[src/rtl/stepper_ramp_pulse_rate_assert.svh]
// Assertion macros used by the stepper ramp top level.
`ifndef STEPPER_RAMP_PULSE_RATE_ASSERT_SVH
`define STEPPER_RAMP_PULSE_RATE_ASSERT_SVH
`ifndef ASSERT_OFF
`define SRPR_ASSERT_IMP(lbl, clk, rstn, a, b, msg) \
    lbl: assert property (@(posedge clk) disable iff (!rstn) (a) |-> (b)) else $error(msg);
`define SRPR_ASSERT_NXT(lbl, clk, rstn, a, b, msg) \
    lbl: assert property (@(posedge clk) disable iff (!rstn) (a) |=> (b)) else $error(msg);
`else
`define SRPR_ASSERT_IMP(lbl, clk, rstn, a, b, msg)
`define SRPR_ASSERT_NXT(lbl, clk, rstn, a, b, msg)
`endif
`endif

[src/rtl/srpr_pkg.sv]
// Package with widths, commands, status and helpers of the stepper ramp block.
`default_nettype none
package srpr_pkg;
    localparam int COUNT_W  = 24;
    localparam int RAMP_W   = COUNT_W - 1;
    localparam int PERIOD_W = 16;
    localparam int RATE_W   = 20;
    localparam int DIVD_W   = 40;
    localparam int DIVS_W   = RAMP_W;
    localparam int CNT_W    = 6;
    localparam int S_DATA_W = 72;
    localparam int M_DATA_W = 40;
    localparam int ADDR_W   = 3;

    localparam logic [DIVD_W-1:0]   TICK_HZ      = DIVD_W'(1000000);
    localparam logic [RATE_W-1:0]   RESET_RATE   = RATE_W'(500);
    localparam logic [PERIOD_W-1:0] RESET_PERIOD = PERIOD_W'(1999);
    localparam logic [PERIOD_W-1:0] PERIOD_MAX   = PERIOD_W'(65535);

    localparam logic OP_START = 1'b0;
    localparam logic OP_PULSE = 1'b1;

    typedef enum logic [3:0] {
        CMD_NONE,
        CMD_CFG_TAKE,
        CMD_CFG_APPLY,
        CMD_LOAD,
        CMD_DISPATCH,
        CMD_START_APPLY,
        CMD_PULSE,
        CMD_LERP_MUL,
        CMD_DIV_LERP,
        CMD_LERP_APPLY,
        CMD_EMIT
    } cmd_t;

    typedef struct packed {
        logic cfg_pending;
        logic cruise_zero;
        logic in_valid;
        logic in_start;
        logic start_need_div;
        logic pulse_lerp;
        logic div_done;
        logic out_free;
    } status_t;

    // Period from a quotient of the tick rate: quotient of zero counts as one.
    function automatic logic [PERIOD_W-1:0] period_from_quot(input logic [DIVD_W-1:0] q);
        logic [DIVD_W-1:0] p;
        begin
            p = (q == '0) ? '0 : q - DIVD_W'(1);
            period_from_quot = (p > DIVD_W'(PERIOD_MAX)) ? PERIOD_MAX : p[PERIOD_W-1:0];
        end
    endfunction
endpackage
`default_nettype wire

[src/rtl/srpr_div.sv]
// Restoring divider that retires one quotient bit per cycle.
`default_nettype none
module srpr_div (
    input  wire logic                          aclk,
    input  wire logic                          aresetn,
    input  wire logic                          start,
    input  wire logic [srpr_pkg::DIVD_W-1:0]   dividend,
    input  wire logic [srpr_pkg::DIVS_W-1:0]   divisor,
    output logic                               done,
    output logic [srpr_pkg::DIVD_W-1:0]        quotient
);
    import srpr_pkg::*;

    logic [DIVS_W-1:0] rem_reg;
    logic [DIVD_W-1:0] quo_reg;
    logic [DIVS_W-1:0] dsr_reg;
    logic [CNT_W-1:0]  cnt_reg;
    logic              busy_reg;
    logic              done_reg;
    logic [DIVS_W:0]   trial;
    logic [DIVS_W:0]   diff;

    // One trial subtraction per cycle.
    always_comb begin
        trial = {rem_reg, quo_reg[DIVD_W-1]};
        diff  = trial - {1'b0, dsr_reg};
    end

    always_ff @(posedge aclk) begin
        if (!aresetn) begin
            busy_reg <= 1'b0;
            done_reg <= 1'b0;
            cnt_reg  <= '0;
        end else begin
            done_reg <= 1'b0;
            if (start) begin
                busy_reg <= 1'b1;
                cnt_reg  <= '0;
                rem_reg  <= '0;
                quo_reg  <= dividend;
                dsr_reg  <= divisor;
            end else if (busy_reg) begin
                if (diff[DIVS_W]) begin
                    rem_reg <= trial[DIVS_W-1:0];
                end else begin
                    rem_reg <= diff[DIVS_W-1:0];
                end
                quo_reg <= {quo_reg[DIVD_W-2:0], ~diff[DIVS_W]};
                cnt_reg <= cnt_reg + CNT_W'(1);
                if (cnt_reg == CNT_W'(DIVD_W - 1)) begin
                    busy_reg <= 1'b0;
                    done_reg <= 1'b1;
                end
            end
        end
    end

    assign done     = done_reg;
    assign quotient = quo_reg;
endmodule
`default_nettype wire

[src/rtl/srpr_ctrl.sv]
// Controller state machine that sequences each beat through the datapath.
`default_nettype none
module srpr_ctrl (
    input  wire logic              aclk,
    input  wire logic              aresetn,
    input  wire srpr_pkg::status_t st,
    output srpr_pkg::cmd_t         cmd,
    output logic                   s_tready
);
    import srpr_pkg::*;

    typedef enum logic [3:0] {
        S_IDLE, S_DISPATCH, S_CFG_WAIT, S_CFG_APPLY, S_START_WAIT, S_START_APPLY,
        S_PULSE, S_LERP_MUL, S_LERP_DIV, S_LERP_WAIT, S_LERP_APPLY, S_EMIT
    } state_t;

    state_t state_reg;
    state_t state_next;

    // Command and next state from the current state and datapath status.
    always_comb begin
        cmd        = CMD_NONE;
        state_next = state_reg;
        unique case (state_reg)
            S_IDLE: begin
                if (st.cfg_pending) begin
                    cmd        = CMD_CFG_TAKE;
                    state_next = st.cruise_zero ? S_IDLE : S_CFG_WAIT;
                end else if (st.in_valid) begin
                    cmd        = CMD_LOAD;
                    state_next = S_DISPATCH;
                end
            end
            S_DISPATCH: begin
                cmd = CMD_DISPATCH;
                if (!st.in_start) begin
                    state_next = S_PULSE;
                end else begin
                    state_next = st.start_need_div ? S_START_WAIT : S_START_APPLY;
                end
            end
            S_CFG_WAIT:    if (st.div_done) state_next = S_CFG_APPLY;
            S_CFG_APPLY: begin
                cmd        = CMD_CFG_APPLY;
                state_next = S_IDLE;
            end
            S_START_WAIT:  if (st.div_done) state_next = S_START_APPLY;
            S_START_APPLY: begin
                cmd        = CMD_START_APPLY;
                state_next = S_EMIT;
            end
            S_PULSE: begin
                cmd        = CMD_PULSE;
                state_next = st.pulse_lerp ? S_LERP_MUL : S_EMIT;
            end
            S_LERP_MUL: begin
                cmd        = CMD_LERP_MUL;
                state_next = S_LERP_DIV;
            end
            S_LERP_DIV: begin
                cmd        = CMD_DIV_LERP;
                state_next = S_LERP_WAIT;
            end
            S_LERP_WAIT:   if (st.div_done) state_next = S_LERP_APPLY;
            S_LERP_APPLY: begin
                cmd        = CMD_LERP_APPLY;
                state_next = S_EMIT;
            end
            S_EMIT: begin
                if (st.out_free) begin
                    cmd        = CMD_EMIT;
                    state_next = S_IDLE;
                end
            end
            default: state_next = S_IDLE;
        endcase
    end

    always_ff @(posedge aclk) begin
        if (!aresetn) begin
            state_reg <= S_IDLE;
        end else begin
            state_reg <= state_next;
        end
    end

    assign s_tready = (state_reg == S_IDLE) && !st.cfg_pending;
endmodule
`default_nettype wire

[src/rtl/srpr_dp.sv]
// Datapath: move state, register file, interpolation and the output register.
`default_nettype none
module srpr_dp (
    input  wire logic                            aclk,
    input  wire logic                            aresetn,
    input  wire srpr_pkg::cmd_t                  cmd,
    output srpr_pkg::status_t                    st,
    input  wire logic                            s_tvalid,
    input  wire logic [srpr_pkg::S_DATA_W-1:0]   s_tdata,
    input  wire logic                            s_tuser,
    input  wire logic                            cfg_wr,
    input  wire logic [srpr_pkg::ADDR_W-1:0]     paddr,
    input  wire logic [31:0]                     pwdata,
    output logic [31:0]                          prdata,
    output logic                                 m_tvalid,
    input  wire logic                            m_tready,
    output logic [srpr_pkg::M_DATA_W-1:0]        m_tdata
);
    import srpr_pkg::*;

    logic [RATE_W-1:0]   cruise_rate_reg;
    logic                cfg_pending_reg;
    logic [COUNT_W-1:0]  remaining_reg;
    logic [PERIOD_W-1:0] start_period_reg;
    logic [PERIOD_W-1:0] cruise_period_reg;
    logic [RAMP_W-1:0]   up_total_reg;
    logic [RAMP_W-1:0]   up_left_reg;
    logic [RAMP_W-1:0]   down_total_reg;
    logic [PERIOD_W-1:0] current_reg;
    logic                running_reg;
    logic                done_flag_reg;
    logic                in_op_reg;
    logic [COUNT_W-1:0]  in_steps_reg;
    logic [COUNT_W-1:0]  in_ramp_reg;
    logic [RATE_W-1:0]   in_rate_reg;
    logic [PERIOD_W-1:0] from_reg;
    logic [PERIOD_W-1:0] to_reg;
    logic [RAMP_W-1:0]   ldone_reg;
    logic [RAMP_W-1:0]   ltotal_reg;
    logic                lsame_reg;
    logic [DIVD_W-1:0]   prod_reg;
    logic                m_tvalid_reg;
    logic [M_DATA_W-1:0] m_tdata_reg;

    logic                div_start;
    logic [DIVD_W-1:0]   div_dividend;
    logic [DIVS_W-1:0]   div_divisor;
    logic                div_done;
    logic [DIVD_W-1:0]   div_quot;

    logic [COUNT_W-1:0]  rem_new;
    logic                pulse_finish;
    logic                pulse_up;
    logic                pulse_down;
    logic                down_last;
    logic                need_div;
    logic [PERIOD_W-1:0] sp_new;
    logic [COUNT_W-1:0]  half_steps;
    logic [RAMP_W-1:0]   ramp_each;
    logic                use_ramp;
    logic [PERIOD_W-1:0] span;
    logic [PERIOD_W-1:0] lerp_out;
    logic [PERIOD_W:0]   high_calc;

    // Pulse decision from the state before the update.
    always_comb begin
        rem_new      = (remaining_reg != '0) ? remaining_reg - COUNT_W'(1) : remaining_reg;
        pulse_finish = (rem_new == '0);
        pulse_up     = !pulse_finish && (up_left_reg != '0);
        pulse_down   = !pulse_finish && (up_left_reg == '0) && (down_total_reg != '0)
                       && (rem_new <= COUNT_W'(down_total_reg));
        down_last    = pulse_down && (rem_new == COUNT_W'(1));
    end

    // Start-move helpers.
    always_comb begin
        need_div   = (in_ramp_reg != '0) && (in_rate_reg != '0);
        sp_new     = need_div ? period_from_quot(div_quot) : '0;
        half_steps = in_steps_reg >> 1;
        ramp_each  = (in_ramp_reg < half_steps) ? in_ramp_reg[RAMP_W-1:0]
                                                : half_steps[RAMP_W-1:0];
        use_ramp   = (in_ramp_reg != '0) && (in_steps_reg != '0)
                     && (sp_new > cruise_period_reg);
    end

    // Interpolation step: span times progress, then the divider, then the offset.
    always_comb begin
        span      = (from_reg > to_reg) ? from_reg - to_reg : to_reg - from_reg;
        lerp_out  = (from_reg > to_reg) ? from_reg - div_quot[PERIOD_W-1:0]
                                        : from_reg + div_quot[PERIOD_W-1:0];
        high_calc = ({1'b0, current_reg} + 17'd1) >> 1;
    end

    // Divider operand selection.
    always_comb begin
        div_start    = 1'b0;
        div_dividend = TICK_HZ;
        div_divisor  = DIVS_W'(cruise_rate_reg);
        unique case (cmd)
            CMD_CFG_TAKE: div_start = (cruise_rate_reg != '0);
            CMD_DISPATCH: begin
                div_start   = (in_op_reg == OP_START) && need_div;
                div_divisor = DIVS_W'(in_rate_reg);
            end
            CMD_DIV_LERP: begin
                div_start    = 1'b1;
                div_dividend = prod_reg;
                div_divisor  = ltotal_reg;
            end
            default: div_start = 1'b0;
        endcase
    end

    srpr_div u_div (
        .aclk     (aclk),
        .aresetn  (aresetn),
        .start    (div_start),
        .dividend (div_dividend),
        .divisor  (div_divisor),
        .done     (div_done),
        .quotient (div_quot)
    );

    // Move and configuration state.
    always_ff @(posedge aclk) begin
        if (!aresetn) begin
            cruise_rate_reg   <= RESET_RATE;
            cfg_pending_reg   <= 1'b0;
            remaining_reg     <= '0;
            start_period_reg  <= '0;
            cruise_period_reg <= RESET_PERIOD;
            up_total_reg      <= '0;
            up_left_reg       <= '0;
            down_total_reg    <= '0;
            current_reg       <= RESET_PERIOD;
            running_reg       <= 1'b0;
            done_flag_reg     <= 1'b1;
            m_tvalid_reg      <= 1'b0;
        end else begin
            if (cfg_wr && (paddr[ADDR_W-1] == 1'b0)) begin
                cruise_rate_reg <= pwdata[RATE_W-1:0];
                cfg_pending_reg <= 1'b1;
            end else if (cmd == CMD_CFG_TAKE) begin
                cfg_pending_reg <= 1'b0;
            end
            if (cmd == CMD_EMIT) begin
                m_tvalid_reg <= 1'b1;
            end else if (m_tready) begin
                m_tvalid_reg <= 1'b0;
            end
            unique case (cmd)
                CMD_CFG_TAKE: begin
                    if (cruise_rate_reg == '0) begin
                        running_reg <= 1'b0;
                    end
                end
                CMD_CFG_APPLY: begin
                    cruise_period_reg <= period_from_quot(div_quot);
                    if (up_left_reg == '0) begin
                        current_reg <= period_from_quot(div_quot);
                    end
                end
                CMD_LOAD: begin
                    in_op_reg    <= s_tuser;
                    in_steps_reg <= s_tdata[COUNT_W-1:0];
                    in_ramp_reg  <= s_tdata[2*COUNT_W-1:COUNT_W];
                    in_rate_reg  <= s_tdata[2*COUNT_W+RATE_W-1:2*COUNT_W];
                end
                CMD_START_APPLY: begin
                    remaining_reg    <= in_steps_reg;
                    start_period_reg <= sp_new;
                    if (use_ramp) begin
                        up_total_reg   <= ramp_each;
                        up_left_reg    <= ramp_each;
                        down_total_reg <= ramp_each;
                        current_reg    <= (ramp_each != '0) ? sp_new : cruise_period_reg;
                    end else begin
                        up_left_reg    <= '0;
                        down_total_reg <= '0;
                        current_reg    <= cruise_period_reg;
                    end
                    running_reg <= (in_steps_reg != '0);
                    if (in_steps_reg != '0) begin
                        done_flag_reg <= 1'b0;
                    end
                end
                CMD_PULSE: begin
                    if (running_reg) begin
                        remaining_reg <= rem_new;
                        if (pulse_finish) begin
                            done_flag_reg <= 1'b1;
                            running_reg   <= 1'b0;
                        end else if (pulse_up) begin
                            up_left_reg <= up_left_reg - RAMP_W'(1);
                            from_reg    <= start_period_reg;
                            to_reg      <= cruise_period_reg;
                            ldone_reg   <= up_total_reg - up_left_reg + RAMP_W'(1);
                            ltotal_reg  <= up_total_reg;
                            lsame_reg   <= (start_period_reg == cruise_period_reg);
                        end else if (down_last) begin
                            current_reg <= start_period_reg;
                        end else if (pulse_down) begin
                            from_reg   <= cruise_period_reg;
                            to_reg     <= start_period_reg;
                            ldone_reg  <= down_total_reg - rem_new[RAMP_W-1:0];
                            ltotal_reg <= down_total_reg;
                            lsame_reg  <= (start_period_reg == cruise_period_reg);
                        end
                    end
                end
                CMD_LERP_MUL: begin
                    prod_reg <= DIVD_W'(span) * DIVD_W'(ldone_reg);
                end
                CMD_LERP_APPLY: begin
                    current_reg <= lsame_reg ? to_reg : lerp_out;
                end
                CMD_EMIT: begin
                    m_tdata_reg  <= {6'd0, done_flag_reg, running_reg,
                                     high_calc[PERIOD_W-1:0], current_reg};
                end
                default: begin
                end
            endcase
        end
    end

    // Status toward the controller.
    always_comb begin
        st.cfg_pending    = cfg_pending_reg;
        st.cruise_zero    = (cruise_rate_reg == '0);
        st.in_valid       = s_tvalid;
        st.in_start       = (in_op_reg == OP_START);
        st.start_need_div = need_div;
        st.pulse_lerp     = running_reg && !down_last && (pulse_up || pulse_down);
        st.div_done       = div_done;
        st.out_free       = !m_tvalid_reg || m_tready;
    end

    assign prdata   = (paddr[ADDR_W-1] == 1'b0) ? 32'(cruise_rate_reg) : 32'd0;
    assign m_tvalid = m_tvalid_reg;
    assign m_tdata  = m_tdata_reg;
endmodule
`default_nettype wire

[src/rtl/stepper_ramp_pulse_rate.sv]
// Trapezoidal stepper pulse-period generator, top level.
// A pulse beat goes through dispatch, pulse and emit; when it interpolates it also goes
// through multiply, divide and apply. A start beat goes through dispatch, start apply and
// emit, after a divide when it derives the start period. One beat is in work at a time and
// the next can be taken the cycle after the result is issued, unless a cruise_rate write is
// pending; such a write holds off input beats while it is handled. Reset restores cruise_rate 500.
`default_nettype none
`include "stepper_ramp_pulse_rate_assert.svh"
module stepper_ramp_pulse_rate (
    input  wire logic                            aclk,
    input  wire logic                            aresetn,
    input  wire logic                            s_tvalid,
    output logic                                 s_tready,
    // s_tdata: move_steps[23:0], ramp_steps[47:24], start_rate[67:48], zero pad
    input  wire logic [srpr_pkg::S_DATA_W-1:0]   s_tdata,
    // s_tuser: opcode
    input  wire logic                            s_tuser,
    output logic                                 m_tvalid,
    input  wire logic                            m_tready,
    // m_tdata: period_wrap[15:0], high_level[31:16], run_enable[32],
    // move_finished[33], zero pad
    output logic [srpr_pkg::M_DATA_W-1:0]        m_tdata,
    input  wire logic                            psel,
    input  wire logic                            penable,
    input  wire logic                            pwrite,
    input  wire logic [srpr_pkg::ADDR_W-1:0]     paddr,
    input  wire logic [31:0]                     pwdata,
    output logic [31:0]                          prdata,
    output logic                                 pready
);
    import srpr_pkg::*;

    cmd_t    cmd;
    status_t st;
    logic    cfg_wr;

    assign pready = 1'b1;
    assign cfg_wr = psel && penable && pwrite;

    srpr_ctrl u_ctrl (
        .aclk     (aclk),
        .aresetn  (aresetn),
        .st       (st),
        .cmd      (cmd),
        .s_tready (s_tready)
    );

    srpr_dp u_dp (
        .aclk     (aclk),
        .aresetn  (aresetn),
        .cmd      (cmd),
        .st       (st),
        .s_tvalid (s_tvalid),
        .s_tdata  (s_tdata),
        .s_tuser  (s_tuser),
        .cfg_wr   (cfg_wr),
        .paddr    (paddr),
        .pwdata   (pwdata),
        .prdata   (prdata),
        .m_tvalid (m_tvalid),
        .m_tready (m_tready),
        .m_tdata  (m_tdata)
    );

    // A running move is never reported as finished.
    `SRPR_ASSERT_IMP(a_run_not_done, aclk, aresetn, m_tvalid,
                     !(m_tdata[32] && m_tdata[33]), "run and finished both set")
    // The high time is half the period, rounded up.
    `SRPR_ASSERT_IMP(a_half_duty, aclk, aresetn, m_tvalid,
                     ({1'b0, m_tdata[31:16]} == (({1'b0, m_tdata[15:0]} + 17'd1) >> 1)),
                     "high level mismatch")
    // After an input beat the block is busy with it.
    `SRPR_ASSERT_NXT(a_busy_after_beat, aclk, aresetn, s_tvalid && s_tready, !s_tready,
                     "ready right after a beat")
endmodule
`default_nettype wire
[config.mk]
export PLATFORM = sky130hd
export DESIGN_NAME = stepper_ramp_pulse_rate
export DESIGN_NICKNAME = d
export VERILOG_FILES = /design/src/rtl/srpr_pkg.sv /design/src/rtl/srpr_div.sv /design/src/rtl/srpr_ctrl.sv /design/src/rtl/srpr_dp.sv /design/src/rtl/stepper_ramp_pulse_rate.sv
export VERILOG_INCLUDE_DIRS = /design/src /design/src/rtl
export SDC_FILE = /design/constraint.sdc
export NUM_CORES = 2
export LEC_CHECK = 0
export BUFFER_PORTS_ARGS = -buffer_cell sky130_fd_sc_hd__buf_2
export CORE_ASPECT_RATIO = 0.7
export CORE_UTILIZATION = 50
export DETAILED_ROUTE_END_ITERATION = 10
export PLACE_DENSITY = 0.7
export SLEW_MARGIN = 20
export SYNTH_ARGS = -nofsm -noshare
export SYNTH_HDL_FRONTEND = slang
export SYNTH_SLANG_ARGS = --single-unit
[constraint.sdc]
create_clock -name aclk -period 12.5 [get_ports aclk]
set_input_delay 1.25 -clock aclk [delete_from_list [all_inputs] [get_ports aclk]]
set_output_delay 1.25 -clock aclk [all_outputs]
set_load 0.02 [all_outputs]
==> flow_summary.ini <==
[synth]
synth_compound_area_frac = 0.1385
synth_top_cells_by_count = inv_1 (548), nand2_1 (544), ha_1 (313)
synth-seq-cells = 484
yosys.area.top_type = edfxtp_1
ys_warn_count = 0
synth_cells = 4473
ys_seq_area_frac = 0.3134
synth_edf_count = 307
yosys-top-cells-area = edfxtp_1 (23%), fa_1 (15%), ha_1 (9.6%), dfxtp_1 (8.7%), inv_1 (5.1%)
avgSynthCellArea_um2 = 9.103
synthXorXnorAreaFrac = 0.04216
synth_ff_type = edfxtp_1
synthArstFlopShare = 0
synth_top_family_by_area = adder cells
synth.distinct_cells = 89
synth_area_um2 = 40720
yosysTopAreaCellShare = 0.2264
synth.area.mux_share = 0.01822
yosysMostFrequentCell = inv_1
synthSimpleGateAreaFrac = 0.1711
synth-adder-area-share = 0.2427

[clocking]
postCtsResizedCells = 0
cts_tree = done
cts.sinks = 484
clk_latency_ps = 610
clk_pin_slew_ps = 70
postCtsHoldBufs = 0
clk_path_buf_depth = 3
cts_buffers = 45
cts_max_level = 2
cts_root_buffer = clkbuf_16
cts_setup_buffers = 0

[worst_hold_path]
hp-class = reg -> reg

[outcome]
outcome = complete, no violations

[critical_path]
critical_path_arrival_ps = 11270
path_max_fanout = 22
crit_path_frequent_cell = fa_1
path_class = reg -> reg
end_kind = flop
cp-start-kind = flop
cp_num_buf_inv = 6
worstPathRequired_ps = 12840
slowest_delay_ps = 750
cp_slowest_cell = nand2_1
crit_family = adder cells

[power]
p_per_area_nw_per_um2 = 185.1
ir_worst_vdd_mv = 0.1780
power_leakage_nw = 18.99

[grt]
grt_pass1_wl_um = 177800
grt.total_usage = 0.2756
grt_max_degree = 80
grt_overflow_total = 0
grt_pass1_vias = 31230
antenna_found_initial = 1

[sta]
final_max_slew_viol_count = 0
period_share = 0.8743
tns_ps = 0
max_slew_margin = 0.2500
post-route-min-period_ps = 10930
fmax_ghz = 0.09150
hold_violations = 0
fin_skew_ps = 31.02
worst_pin_slew_ps = 1125
rsz0062_at_grt = no
setup_viol = 0

[detailed_routing]
vias = 32740
ant_nets = 0
via_per_inst = 5.826
routed_wl_um = 114700
drc = 0
dr.pass1.iters = 6
avgRoutedWirePerCell_um = 20.42
drtIter0Drc = 3256

[finish]
finish.utilization = 0.5494
fin_area_um2 = 44260
largest_reg_flops = 40
drive_above_1_share = 0.07998
final_nets = 5241
area_growth_syn_to_layout_pct = 8.696
diodes = 0

[floorplanning]
start_util = 0.5055
fp.coreArea_um2 = 80550
ios = 190
chipHeight_um = 240.8
die_area_um2 = 82600
rows = 87
die_x_um = 343.1

[place]
io_buffers = 152
place_congestion = 0.9512
dpl_cell_area_um2 = 42480
dp_hpwl_um = 86700

[run]
maxCapViolCount = 0
path summary, 6_finish.rpt:
kind,slack [ps],cells after the start,from,to
hold / removal,440,0,u_dp.current_reg[12]$_SDFFE_PN0P_,u_dp.m_tdata[12]$_DFFE_PP_
setup / recovery,1570,35,u_dp.from_reg[0]$_DFFE_PP_,u_dp.prod_reg[38]$_DFFE_PP_
setup reg to reg,1570,35,u_dp.from_reg[0]$_DFFE_PP_,u_dp.prod_reg[38]$_DFFE_PP_
hold reg to reg,440,0,u_dp.current_reg[12]$_SDFFE_PN0P_,u_dp.m_tdata[12]$_DFFE_PP_
worst reg2reg max path, delay by kind of cell (launching register included):
kind | cells | cell delay, ps
fa+ha+maj | 9 | 4140
compound gates | 14 | 3270
simple gates | 4 | 1690
buf+inv | 6 | 590
mux | 1 | 470
flops | 1 | 420
xor+xnor | 1 | 90
layout by cell type, fill, tap and decap left out, drive strengths merged, types with 37 or more instances in the layout:
cell	n
and2	131
xnor2	131
inv	552
nand3	80
nor3	67
a21o	49
fa	298
nor2b	67
mux2i	37
nor2	275
ha	313
nor4	55
clkbuf	51
o21ai	196
a21oi	311
dfxtp	177
xor2	65
buf	204
nand2	544
edfxtp	307
nand2b	53
a211oi	42
through the flow:
stage          power [mW]  setup slack, ps  std cells  hold slack, ps
3_3_place_gp        6.419             1493       5534           420.2
5_1_grt             8.703             1001       5619           445.8
6_report            8.194             1571       5619           441.5
2_1_floorplan       5.364            155.4       4490           406.4
3_5_place_dp        6.482             1472       5534           427.7
4_1_cts             8.122             1429       5617           443.1
logic make-up (layout without fill, tap and decap cells):
kind of cell | count (synthesis) | count (layout)
buffers and inverters | 776 | 837
other | 2 | 19
xor gates and xnor gates | 196 | 196
muxes | 70 | 70
and+or+nand+nor | 1444 | 1444
DFF | 484 | 484
adders and majority gates | 611 | 611
AOI/OAI and AO/OA | 890 | 890
metal layers:
layer	vias to the layer above	global-route usage	wire (um)
li1	15290	-	-
met1	15960	0.4209	53780
met2	1308	0.3982	47590
met3	174	0.05474	10820
met4	2	0.06357	2529
met5	-	0	9
power by group:
group	internal [mW]	switching (mW)	total, mW
sequential	2.09	0.209	2.30
combinational	1.57	2.69	4.26
clock	0.959	0.670	1.63
area by class of cell:
type	instances	area, um2
Fill cell	7291	36290
Multi-Input combinational cell	3230	25190
Sequential cell	484	12760
Inverter	550	2067
Tap cell	1068	1336
Clock buffer	51	1180
Timing Repair Buffer	204	1175
Clock inverter	32	548.0
Power figures use the tool's default switching activity.
